## config.mk

```make
export PLATFORM = sky130hd
export DESIGN_NAME = size_class_block_allocator
export DESIGN_NICKNAME = d
export VERILOG_FILES = /design/src/rtl/core/scba_pkg.sv /design/src/rtl/core/scba_decode.sv /design/src/rtl/core/scba_stack_mem.sv /design/src/rtl/core/size_class_block_allocator.sv
export VERILOG_INCLUDE_DIRS = /design/src /design/src/rtl/core
export SDC_FILE = /design/constraint.sdc
export NUM_CORES = 1
export LEC_CHECK = 0
export BUFFER_PORTS_ARGS = -buffer_cell sky130_fd_sc_hd__buf_2
export CORE_ASPECT_RATIO = 1.25
export CORE_MARGIN = 1
export CORE_UTILIZATION = 28
export CTS_BUF_LIST = sky130_fd_sc_hd__clkbuf_4
export CTS_CLUSTER_SIZE = 12
export DETAILED_ROUTE_END_ITERATION = 10
export GPL_ROUTABILITY_DRIVEN = 0
export HOLD_SLACK_MARGIN = 0.05
export PLACE_DENSITY = 0.46
export SYNTH_ARGS = -nofsm -noshare
export SYNTH_HDL_FRONTEND = slang
export SYNTH_SLANG_ARGS = --single-unit
export TNS_END_PERCENT = 1
```

## constraint.sdc

```tcl
create_clock -name clk -period 8.65 [get_ports clk]
set_input_delay 0.865 -clock clk [delete_from_list [all_inputs] [get_ports clk]]
set_output_delay 0.865 -clock clk [all_outputs]
set_load 0.02 [all_outputs]
```

## src/rtl/core/assert_macros.svh

```systemverilog
// -----------------------------------------------------------------------------
// Assertion macros
// Shared concurrent assertion forms for the allocator RTL.
// -----------------------------------------------------------------------------
`ifndef ASSERT_MACROS_SVH
`define ASSERT_MACROS_SVH

// Same-cycle implication, disabled while reset is asserted.
`define ASSERT_IMP(lbl, clk, rst_n, ante, cons) \
	lbl: assert property (@(posedge clk) disable iff (!rst_n) (ante) |-> (cons)) \
		else $error("assertion failed: same-cycle implication");

// Next-cycle implication, disabled while reset is asserted.
`define ASSERT_NXT(lbl, clk, rst_n, ante, cons) \
	lbl: assert property (@(posedge clk) disable iff (!rst_n) (ante) |=> (cons)) \
		else $error("assertion failed: next-cycle implication");

`endif

```

## src/rtl/core/scba_pkg.sv

```systemverilog
// -----------------------------------------------------------------------------
// scba_pkg
// Word types, command and status codes and size-class tables for the
// size-class block allocator.
// -----------------------------------------------------------------------------
package scba_pkg;

	localparam int CMD_W         = 2;
	localparam int SIZE_W        = 17;
	localparam int STATUS_W      = 2;
	localparam int CLS_W         = 3;
	localparam int NUM_CLASS_MAX = 8;
	localparam int POS_W         = 32;

	localparam logic [CMD_W-1:0] CMD_ALLOC = 2'd0;
	localparam logic [CMD_W-1:0] CMD_FREE  = 2'd1;
	localparam logic [CMD_W-1:0] CMD_INIT  = 2'd2;

	localparam logic [STATUS_W-1:0] STS_OK         = 2'd0;
	localparam logic [STATUS_W-1:0] STS_NO_BLOCK   = 2'd1;
	localparam logic [STATUS_W-1:0] STS_BAD_OFFSET = 2'd2;
	localparam logic [STATUS_W-1:0] STS_FULL       = 2'd3;

	// log2 of the block size of each class: 64 B up to 16 KiB
	localparam logic [NUM_CLASS_MAX-1:0][3:0] CLASS_SHIFT = {
		4'd14, 4'd13, 4'd12, 4'd10, 4'd9, 4'd8, 4'd7, 4'd6
	};

	// pool size taken when initialise is given zero bytes
	localparam logic [POS_W-1:0] FULL_POOL = 32'h4000_0000;

	typedef struct packed {
		logic [CMD_W-1:0]  cmd;
		logic [SIZE_W-1:0] size_bytes;
		logic [SIZE_W-1:0] free_offset;
	} req_word_t;

	typedef struct packed {
		logic [STATUS_W-1:0] status;
		logic [SIZE_W-1:0]   block_offset;
		logic [CLS_W-1:0]    size_class;
	} rsp_word_t;

	// decoded request, passed from the decoder to the control logic
	typedef struct packed {
		logic             fits;
		logic             free_ok;
		logic [CLS_W-1:0] cls;
	} dec_t;

	// byte position of the first block of every class
	function automatic logic [NUM_CLASS_MAX-1:0][POS_W-1:0] base_table(input int blocks);
		logic [NUM_CLASS_MAX-1:0][POS_W-1:0] tbl;
		logic [POS_W-1:0]                    acc;
		acc = '0;
		for (int i = 0; i < NUM_CLASS_MAX; i++) begin
			tbl[i] = acc;
			acc    = acc + (POS_W'(blocks) << CLASS_SHIFT[i]);
		end
		return tbl;
	endfunction

endpackage

```

## src/rtl/core/scba_decode.sv

```systemverilog
// -----------------------------------------------------------------------------
// scba_decode
// Picks the size class of a request and decodes class and block index
// from a freed offset.
// -----------------------------------------------------------------------------
module scba_decode #(
	parameter int NUM_CLASSES      = 6,
	parameter int BLOCKS_PER_CLASS = 16,
	localparam int IDX_W = (BLOCKS_PER_CLASS > 1) ? $clog2(BLOCKS_PER_CLASS) : 1,
	localparam int CNT_W = $clog2(BLOCKS_PER_CLASS + 1)
) (
	input  scba_pkg::req_word_t                 word,
	input  logic [NUM_CLASSES-1:0][CNT_W-1:0]   built_count,
	output scba_pkg::dec_t                      dec,
	output logic [IDX_W-1:0]                    free_idx
);

	localparam logic [scba_pkg::NUM_CLASS_MAX-1:0][scba_pkg::POS_W-1:0] BASE =
		scba_pkg::base_table(BLOCKS_PER_CLASS);

	logic                           a_fit;
	logic [scba_pkg::CLS_W-1:0]     a_cls;
	logic                           f_ok;
	logic [scba_pkg::CLS_W-1:0]     f_cls;
	logic [scba_pkg::POS_W-1:0]     off;
	logic [scba_pkg::POS_W-1:0]     rel;
	logic [scba_pkg::POS_W-1:0]     span;
	logic [scba_pkg::POS_W-1:0]     blk;

	// smallest class holding the request: scan downwards, last hit wins
	always_comb begin
		a_fit = 1'b0;
		a_cls = '0;
		for (int c = NUM_CLASSES - 1; c >= 0; c--) begin
			if (scba_pkg::POS_W'(word.size_bytes) <=
					(scba_pkg::POS_W'(1) << scba_pkg::CLASS_SHIFT[c])) begin
				a_fit = 1'b1;
				a_cls = scba_pkg::CLS_W'(c);
			end
		end
	end

	// class ranges are disjoint, so at most one class claims the offset
	always_comb begin
		f_ok     = 1'b0;
		f_cls    = '0;
		free_idx = '0;
		off      = scba_pkg::POS_W'(word.free_offset);
		rel      = '0;
		span     = '0;
		blk      = '0;
		for (int c = 0; c < NUM_CLASSES; c++) begin
			rel  = off - BASE[c];
			span = scba_pkg::POS_W'(BLOCKS_PER_CLASS) << scba_pkg::CLASS_SHIFT[c];
			blk  = rel >> scba_pkg::CLASS_SHIFT[c];
			if (off >= BASE[c] && rel < span &&
					(rel & ((scba_pkg::POS_W'(1) << scba_pkg::CLASS_SHIFT[c]) -
						scba_pkg::POS_W'(1))) == '0 &&
					blk < scba_pkg::POS_W'(built_count[c])) begin
				f_ok     = 1'b1;
				f_cls    = scba_pkg::CLS_W'(c);
				free_idx = blk[IDX_W-1:0];
			end
		end
	end

	always_comb begin
		dec.fits    = a_fit;
		dec.free_ok = f_ok;
		dec.cls     = (word.cmd == scba_pkg::CMD_FREE) ? f_cls : a_cls;
	end

endmodule

```

## src/rtl/core/scba_stack_mem.sv

```systemverilog
// -----------------------------------------------------------------------------
// scba_stack_mem
// Free-stack memory with registered read and per-entry written
// flags; an entry never written since the last clear reads as a miss.
// -----------------------------------------------------------------------------
module scba_stack_mem #(
	parameter int DEPTH  = 96,
	parameter int DATA_W = 4,
	localparam int ADDR_W = (DEPTH > 1) ? $clog2(DEPTH) : 1
) (
	input  logic              clk,
	input  logic              arst_n,
	input  logic              rd_en,
	input  logic [ADDR_W-1:0] rd_addr,
	output logic [DATA_W-1:0] rd_data,
	output logic              rd_hit,
	input  logic              wr_en,
	input  logic [ADDR_W-1:0] wr_addr,
	input  logic [DATA_W-1:0] wr_data,
	input  logic              clr
);

	logic [DATA_W-1:0] mem [DEPTH];
	logic [DATA_W-1:0] rd_data_q;
	logic [DEPTH-1:0]  vld_q;
	logic              rd_hit_q;

	always_ff @(posedge clk) begin
		if (wr_en) begin
			mem[wr_addr] <= wr_data;
		end
		if (rd_en) begin
			rd_data_q <= mem[rd_addr];
		end
	end

	// clear every flag at once on reset and initialise
	always_ff @(posedge clk or negedge arst_n) begin
		if (!arst_n) begin
			vld_q    <= '0;
			rd_hit_q <= 1'b0;
		end else begin
			if (clr) begin
				vld_q <= '0;
			end else if (wr_en) begin
				vld_q[wr_addr] <= 1'b1;
			end
			if (rd_en) begin
				rd_hit_q <= vld_q[rd_addr];
			end
		end
	end

	assign rd_data = rd_data_q;
	assign rd_hit  = rd_hit_q;

endmodule

```

## src/rtl/core/size_class_block_allocator.sv

```systemverilog
// -----------------------------------------------------------------------------
// size_class_block_allocator
// Pool of fixed blocks in power-of-two size classes with one LIFO free
// stack per class; allocate, free and initialise commands.
// -----------------------------------------------------------------------------
// Usage:
//   Request words arrive on req_valid / req_stall / req_word, one result word
//   per request leaves on rsp_valid / rsp_stall / rsp_word. A word moves at a
//   rising edge with valid high and stall low.
//   Every command is decoded at the accept edge, which for an allocate also
//   reads the class's top-of-stack entry from the stack memory; the execute
//   state then writes the stack entry and counters back and loads the result
//   register once that register is free. A new request is taken only after
//   the previous one has left the execute state.
//   Initialise takes the same path: written flags on every stack entry
//   are cleared together and untouched entries read as their own depth.
//   Reset leaves the pool as after initialising the full pool, with no
//   clearing pass; the first request may be taken right after reset.
//   A stalled result is held in the output register; the next request is
//   still taken and waits in its execute cycle until the register frees.
// -----------------------------------------------------------------------------
`include "assert_macros.svh"

module size_class_block_allocator #(
	parameter int NUM_CLASSES      = 6,
	parameter int BLOCKS_PER_CLASS = 16
) (
	input  logic                clk,
	input  logic                arst_n,
	input  logic                req_valid,
	output logic                req_stall,
	input  scba_pkg::req_word_t req_word,
	output logic                rsp_valid,
	input  logic                rsp_stall,
	output scba_pkg::rsp_word_t rsp_word
);

	localparam int IDX_W  = (BLOCKS_PER_CLASS > 1) ? $clog2(BLOCKS_PER_CLASS) : 1;
	localparam int CNT_W  = $clog2(BLOCKS_PER_CLASS + 1);
	localparam int CI_W   = (NUM_CLASSES > 1) ? $clog2(NUM_CLASSES) : 1;
	localparam int DEPTH  = NUM_CLASSES * BLOCKS_PER_CLASS;
	localparam int ADDR_W = (DEPTH > 1) ? $clog2(DEPTH) : 1;
	localparam int POS_W  = scba_pkg::POS_W;

	localparam logic [scba_pkg::NUM_CLASS_MAX-1:0][POS_W-1:0] BASE =
		scba_pkg::base_table(BLOCKS_PER_CLASS);

	typedef enum logic [1:0] {
		ST_IDLE = 2'b01,
		ST_EXEC = 2'b10
	} state_t;

	state_t state_q;

	logic [NUM_CLASSES-1:0][CNT_W-1:0] free_count_q;
	logic [NUM_CLASSES-1:0][CNT_W-1:0] built_count_q;
	logic [NUM_CLASSES-1:0][CNT_W-1:0] init_cnt;

	scba_pkg::dec_t       dec;
	logic [IDX_W-1:0]     free_idx;
	logic                 accept;
	logic [CI_W-1:0]      cls_a;
	logic [CNT_W-1:0]     top_cnt;
	logic                 rd_en;
	logic [ADDR_W-1:0]    rd_addr;
	logic [IDX_W-1:0]     rd_data;
	logic                 rd_hit;

	// stage 1: decoded request held through the execute cycle
	logic [scba_pkg::CMD_W-1:0]  cmd_s1;
	logic [scba_pkg::SIZE_W-1:0] size_s1;
	logic [scba_pkg::CLS_W-1:0]  cls_s1;
	logic                        fits_s1;
	logic                        free_ok_s1;
	logic [IDX_W-1:0]            idx_s1;
	logic [IDX_W-1:0]            top_s1;
	logic                        empty_s1;

	logic                 out_free;
	logic                 commit;
	logic [CI_W-1:0]      cls_e;
	logic [CNT_W-1:0]     cur_cnt;
	logic [CNT_W-1:0]     cur_blt;
	logic [IDX_W-1:0]     blk_idx;
	logic [POS_W-1:0]     blk_pos;
	logic                 cnt_dec;
	logic                 cnt_inc;
	logic                 do_init;
	logic                 mem_wr;
	logic [ADDR_W-1:0]    wr_addr;
	logic [POS_W-1:0]     pool;
	logic [POS_W-1:0]     fit_n;
	scba_pkg::rsp_word_t  res;

	logic                 rsp_valid_q;
	scba_pkg::rsp_word_t  rsp_word_q;

	// ---------------------------------------------------------------------
	// Accept: decode the word, fetch the top-of-stack entry for an allocate
	// ---------------------------------------------------------------------
	assign req_stall = (state_q != ST_IDLE);
	assign accept    = req_valid && !req_stall;

	scba_decode #(
		.NUM_CLASSES      (NUM_CLASSES),
		.BLOCKS_PER_CLASS (BLOCKS_PER_CLASS)
	) u_decode (
		.word        (req_word),
		.built_count (built_count_q),
		.dec         (dec),
		.free_idx    (free_idx)
	);

	assign cls_a   = dec.cls[CI_W-1:0];
	assign top_cnt = free_count_q[cls_a];
	assign rd_en   = accept && req_word.cmd == scba_pkg::CMD_ALLOC && dec.fits &&
		top_cnt != '0;
	assign rd_addr = ADDR_W'(cls_a * BLOCKS_PER_CLASS) + ADDR_W'(top_cnt - CNT_W'(1));

	always_ff @(posedge clk) begin
		if (accept) begin
			cmd_s1     <= req_word.cmd;
			size_s1    <= req_word.size_bytes;
			cls_s1     <= dec.cls;
			fits_s1    <= dec.fits;
			free_ok_s1 <= dec.free_ok;
			idx_s1     <= free_idx;
			top_s1     <= IDX_W'(top_cnt - CNT_W'(1));
			empty_s1   <= (top_cnt == '0);
		end
	end

	scba_stack_mem #(
		.DEPTH  (DEPTH),
		.DATA_W (IDX_W)
	) u_stack (
		.clk     (clk),
		.arst_n  (arst_n),
		.rd_en   (rd_en),
		.rd_addr (rd_addr),
		.rd_data (rd_data),
		.rd_hit  (rd_hit),
		.wr_en   (mem_wr),
		.wr_addr (wr_addr),
		.wr_data (idx_s1),
		.clr     (do_init)
	);

	// ---------------------------------------------------------------------
	// Execute: form the result, write back stack and counters
	// ---------------------------------------------------------------------
	assign out_free = !rsp_valid_q || !rsp_stall;
	assign commit   = (state_q == ST_EXEC) && out_free;

	always_comb begin
		res     = '0;
		cnt_dec = 1'b0;
		cnt_inc = 1'b0;
		do_init = 1'b0;
		mem_wr  = 1'b0;
		cls_e   = cls_s1[CI_W-1:0];
		cur_cnt = free_count_q[cls_e];
		cur_blt = built_count_q[cls_e];
		wr_addr = ADDR_W'(cls_e * BLOCKS_PER_CLASS) + ADDR_W'(cur_cnt);
		// an entry untouched since initialise holds its own depth
		blk_idx = rd_hit ? rd_data : top_s1;
		blk_pos = BASE[cls_s1] + (POS_W'(blk_idx) << scba_pkg::CLASS_SHIFT[cls_s1]);
		case (cmd_s1)
			scba_pkg::CMD_ALLOC: begin
				if (!fits_s1) begin
					res.status = scba_pkg::STS_NO_BLOCK;
				end else begin
					res.size_class = cls_s1;
					if (empty_s1) begin
						res.status = scba_pkg::STS_NO_BLOCK;
					end else begin
						res.block_offset = blk_pos[scba_pkg::SIZE_W-1:0];
						cnt_dec          = commit;
					end
				end
			end
			scba_pkg::CMD_FREE: begin
				if (!free_ok_s1) begin
					res.status = scba_pkg::STS_BAD_OFFSET;
				end else begin
					res.size_class = cls_s1;
					if (cur_cnt >= cur_blt) begin
						res.status = scba_pkg::STS_FULL;
					end else begin
						cnt_inc = commit;
						mem_wr  = commit;
					end
				end
			end
			scba_pkg::CMD_INIT: begin
				do_init = commit;
			end
			default: begin
				res = '0;
			end
		endcase
	end

	// blocks of each class that end within the pool; classes past the first
	// partial one start beyond the pool and count zero
	always_comb begin
		pool  = (size_s1 == '0) ? scba_pkg::FULL_POOL : POS_W'(size_s1);
		fit_n = '0;
		for (int c = 0; c < NUM_CLASSES; c++) begin
			fit_n = (pool - BASE[c]) >> scba_pkg::CLASS_SHIFT[c];
			if (pool < BASE[c] + (POS_W'(1) << scba_pkg::CLASS_SHIFT[c])) begin
				init_cnt[c] = '0;
			end else if (fit_n >= POS_W'(BLOCKS_PER_CLASS)) begin
				init_cnt[c] = CNT_W'(BLOCKS_PER_CLASS);
			end else begin
				init_cnt[c] = fit_n[CNT_W-1:0];
			end
		end
	end

	always_ff @(posedge clk or negedge arst_n) begin
		if (!arst_n) begin
			for (int c = 0; c < NUM_CLASSES; c++) begin
				free_count_q[c]  <= CNT_W'(BLOCKS_PER_CLASS);
				built_count_q[c] <= CNT_W'(BLOCKS_PER_CLASS);
			end
		end else if (do_init) begin
			free_count_q  <= init_cnt;
			built_count_q <= init_cnt;
		end else if (cnt_dec) begin
			free_count_q[cls_e] <= cur_cnt - CNT_W'(1);
		end else if (cnt_inc) begin
			free_count_q[cls_e] <= cur_cnt + CNT_W'(1);
		end
	end

	// advance to execute on accept, drop back to idle once the result lands
	always_ff @(posedge clk or negedge arst_n) begin
		if (!arst_n) begin
			state_q <= ST_IDLE;
		end else begin
			case (state_q)
				ST_IDLE: begin
					if (accept) begin
						state_q <= ST_EXEC;
					end
				end
				ST_EXEC: begin
					if (out_free) begin
						state_q <= ST_IDLE;
					end
				end
				default: begin
					state_q <= ST_IDLE;
				end
			endcase
		end
	end

	// ---------------------------------------------------------------------
	// Output register: hold the word while the receiver stalls
	// ---------------------------------------------------------------------
	always_ff @(posedge clk or negedge arst_n) begin
		if (!arst_n) begin
			rsp_valid_q <= 1'b0;
		end else if (commit) begin
			rsp_valid_q <= 1'b1;
		end else if (!rsp_stall) begin
			rsp_valid_q <= 1'b0;
		end
	end

	always_ff @(posedge clk) begin
		if (commit) begin
			rsp_word_q <= res;
		end
	end

	assign rsp_valid = rsp_valid_q;
	assign rsp_word  = rsp_word_q;

	// ---------------------------------------------------------------------
	// Assertions
	// ---------------------------------------------------------------------
	`ASSERT_IMP(a_no_rd_wr_clash, clk, arst_n, rd_en, !mem_wr)
	`ASSERT_NXT(a_exec_lands, clk, arst_n, state_q == ST_EXEC && !rsp_valid_q,
		state_q == ST_IDLE && rsp_valid_q)
	`ASSERT_IMP(a_free_within_built, clk, arst_n, state_q == ST_EXEC,
		free_count_q[cls_e] <= built_count_q[cls_e])

endmodule

```

==> flow_metrics.env <==
export IMPL_status="finished, final reports clean"
export IMPL_cts_repair_resized=0
export IMPL_min_path_type="input port to register"
export IMPL_syn_inst=2213
export IMPL_dieArea_um2=104000
export IMPL_r2r_end="u_stack.rd_data[1]"
export IMPL_hold_end="size_s1[9]"
export IMPL_synth_seq_cells=612
export IMPL_drt_initial_drc_count=1495
export IMPL_placed_cell_area_um2=30500
export IMPL_r2r_start="built_count_q[19]"
export IMPL_wirelength_mm=84.7
export IMPL_total_power_mw=9.47
export IMPL_path_class="input port to register"
export IMPL_max_freq_mhz=146
export IMPL_cp_start_kind="input port"
export IMPL_async_flop_share=0.261
export IMPL_slowest_delay_ns=0.87
export IMPL_syn_area_um2=28700
export IMPL_stdcell_area_um2=32900
export IMPL_p_comb_frac=0.358
export IMPL_vias_per_cell=4.97
export IMPL_start_util=0.282
export IMPL_p_per_area_nw_per_um2=288
export IMPL_p_leak_nw=12.3
export IMPL_fill_cells=10200
export IMPL_p_sw_frac=0.360
export IMPL_synth_edf_count=443
export IMPL_cap_violations=0
export IMPL_syn_nets=2308
export IMPL_clock_root_buffer="clkbuf_4"
export IMPL_hold_viol_final=0
export IMPL_max_vdd_ir_drop_v=0.000314
export IMPL_drc_errors=0
export IMPL_slew_violations=0
export IMPL_yosysSeqAreaShare=0.609
export IMPL_routed_via_count=19200
export IMPL_pre_cts_ws_ns=0.737
export IMPL_yosysUniqueCellTypes=96
export IMPL_clock_sinks=612
export IMPL_ant_nets=0
export IMPL_post_cts_buffers=0
export IMPL_drive_above_1_share=0.219
export IMPL_clkTransAtPathRegs_ns=0.07
export IMPL_grt_usage=0.165
export IMPL_grt_pass1_vias=19900
export IMPL_arrival_ns=7.59
export IMPL_die_h_um=360
export IMPL_maxSlewHeadroom=0.278
export IMPL_final_cell_mix="edfxtp_1, nor2_1, clkbuf_4"
export IMPL_nets=2478
export IMPL_min_path_cells=1
export IMPL_grt_pass1_wl_mm=127
export IMPL_fin_ws_ns=1.80
export IMPL_hold_start="req_word[26]"
export IMPL_cp_slowest_cell="o311ai_0"
export IMPL_port_buffers=63
export IMPL_cts_made_buffers=161
export IMPL_p_clk_frac=0.278
export IMPL_worstMarginPinSlew_ns=1.08
export IMPL_routedWlPerCell_um=22.0
export IMPL_timing_hold_ws_ns=0.176
export IMPL_h_tree_depth=4
export IMPL_syn2layout_area_growth_pct=14.4
export IMPL_setup_viol=0
export IMPL_critPathTopFamily="compound AO/OA/AOI/OAI gates"
export IMPL_final_common_cell="edfxtp_1"
export IMPL_cts_tree="built"
export IMPL_grt_setup_unrepaired="no"
export IMPL_max_clock_path_buffers=3
export IMPL_grt_overflow_total=0
export IMPL_crit_fanout=19
export IMPL_critPathRequiredTime_ns=9.39
export IMPL_coreArea_um2=102000
export IMPL_yosysWarnings=0
export IMPL_antenna_found_initial=2
export IMPL_r2r_cells=20
export IMPL_p_seq_frac=0.364
export IMPL_fin_util=0.323
export IMPL_die_x_um=288
export IMPL_p_switching_mw=3.41
export IMPL_power_internal_mw=6.06
export IMPL_cp_end_kind="register"
export IMPL_clk_latency_ns=1.02
export IMPL_detailed_place_hpwl_mm=58.0
export IMPL_path_cells="buf_2 > ha_1 > xnor2_1 > clkinv_1 > ha_1 > nor2_1 > o21ai_0 > a2111oi_0 > a31oi_1 > o311ai_0 > o211ai_1 > nand2b_1 > and2_2 > inv_4 > ha_2 > clkinv_2 > buf_4 > mux4_2 > nor2_1 > a2111oi_0 > a211oi_1 > a31oi_1 > o311ai_0 > o22ai_1"
export IMPL_fin_setup_tns_ns=0
export IMPL_io_pins=64
export IMPL_instances_no_fill=3855
export IMPL_dr_pass1_iters=6
export IMPL_avgSynthCellArea_um2=13.0
export IMPL_rows=131
export IMPL_period_share=0.792
export IMPL_clock_skew_ns=0.0777
export IMPL_reg2reg_slack_ns=2.06
export IMPL_path_buf_inv=5
export IMPL_dp_cells=3530
export IMPL_synth_ff_type="edfxtp_1"
export IMPL_grt_max_degree=96
export IMPL_period_minus_slack_ns=6.85
## cells by family (layout without fill, tap and decap cells)
logic type      count (synthesis)  count (layout)  share of synthesized area
mux                           245             245                      0.132
flops                         612             612                      0.609
compound gates                310             310                     0.0721
other cells                     0               4                          0
simple gates                  773             773                      0.122
fa+ha+maj                      55              55                     0.0242
buf+inv                       185             493                     0.0296
xor+xnor                       33              33                     0.0107
## power groups by stage
stage	sequential, mW	clock [mW]	combinational [mW]
after CTS	3.45	2.71	3.45
after global routing	3.47	2.85	3.63
after global placement	3.51	0	3.41
after detailed placement	3.51	0	3.43
final	3.45	2.63	3.39
after floorplan	3.48	0	2.41
## area by class of cell
cell class	count	area (µm²)	area share
flip-flops and latches	612	17500	0.533
multi-input cells	1416	10400	0.316
clock buffers	249	1870	0.0569
well taps	1330	1660	0.0506
repair buffers	125	862	0.0262
clock inverters	52	297	0.00902
inverters	67	268	0.00815
diodes	4	10.0	0.000305
## per-layer routing
layer	routed length, µm	GRT usage	part of all wire	vias up
met1	33700	0.191	0.40	9692
li1	-	-	-	8729
met3	3510	0.0305	0.041	157
met2	44900	0.296	0.53	574
met4	2620	0.0664	0.031	0
met5	0	0	0	-
## how the worst max path moves through the flow
stage,start,end,slack [ns],depth (start not counted)
after floorplan,req_word[10],u_stack.rd_data[1],1.60,28
after detailed placement,req_word[10],u_stack.rd_data[2],0.74,23
after global placement,req_word[10],u_stack.rd_data[2],0.86,23
after global routing,req_word[10],u_stack.rd_data[1],1.37,24
after CTS,req_word[10],u_stack.rd_data[2],1.86,22
final,req_word[10],u_stack.rd_data[1],1.80,24
## cells in the mapped netlist, types with 6 or more instances
master | n | area share
o21ai_0 | 80 | 0.014
or2_2 | 6 | 0.0013
mux2i_1 | 126 | 0.044
mux4_2 | 106 | 0.083
o22ai_1 | 27 | 0.0059
a211oi_1 | 9 | 0.0024
o21a_1 | 7 | 0.0018
a32oi_1 | 6 | 0.0018
dfxtp_1 | 9 | 0.0063
a21o_1 | 8 | 0.0021
o221ai_1 | 8 | 0.0024
buf_2 | 10 | 0.0017
buf_1 | 13 | 0.0017
ha_1 | 54 | 0.024
nand3b_1 | 8 | 0.0021
nor4_1 | 11 | 0.0024
dfrtp_1 | 147 | 0.13
a31oi_1 | 17 | 0.0037
xnor2_1 | 20 | 0.0061
a21oi_1 | 68 | 0.012
dfstp_2 | 13 | 0.012
o211ai_1 | 9 | 0.0024
buf_4 | 7 | 0.0018
nand2b_1 | 27 | 0.0059
nor3_1 | 36 | 0.0063
nor2_1 | 399 | 0.052
nor2b_1 | 19 | 0.0041
xor2_1 | 12 | 0.0037
nand3_1 | 47 | 0.0082
and3_1 | 14 | 0.0030
nor3b_1 | 6 | 0.0016
nand2_1 | 134 | 0.018
nand4_1 | 17 | 0.0037
o31ai_1 | 11 | 0.0029
edfxtp_1 | 443 | 0.46
clkbuf_1 | 79 | 0.010
inv_1 | 60 | 0.0078
and2_1 | 13 | 0.0028
mux2_2 | 12 | 0.0047
or3_1 | 12 | 0.0026
## timing repair
action,CTS,global route
endpoints found under the setup margin,0,0
hold endpoints to repair,99,0
hold buffers,20,0
## state kept, by name, indices dropped and copies added (netlist names), 3 cells and up, named ones only
name / cells
built_count_q: 30
cls_e: 3
free_count_q: 30
idx_s1: 4
rsp_word: 22
size_s1: 17
top_s1: 4
u_stack.mem: 384
u_stack.rd_data: 4
u_stack.vld_q: 96
## worst register-to-register path: stages (launching register included)
cell       delay, ns
dfstp_2         0.53
inv_1           0.12
ha_1            0.22
or2_2           0.31
a2111oi_0       0.66
a31oi_1         0.07
o311ai_0        0.87
o211ai_1        0.32
nand2b_1        0.43
and2_2          0.30
inv_4           0.07
ha_2            0.28
clkinv_2        0.26
buf_4           0.38
mux4_2          0.55
nor2_1          0.10
a2111oi_0       0.06
a211oi_1        0.26
a31oi_1         0.08
o311ai_0        0.32
o22ai_1         0.13
Power figures use the tool's default switching activity.
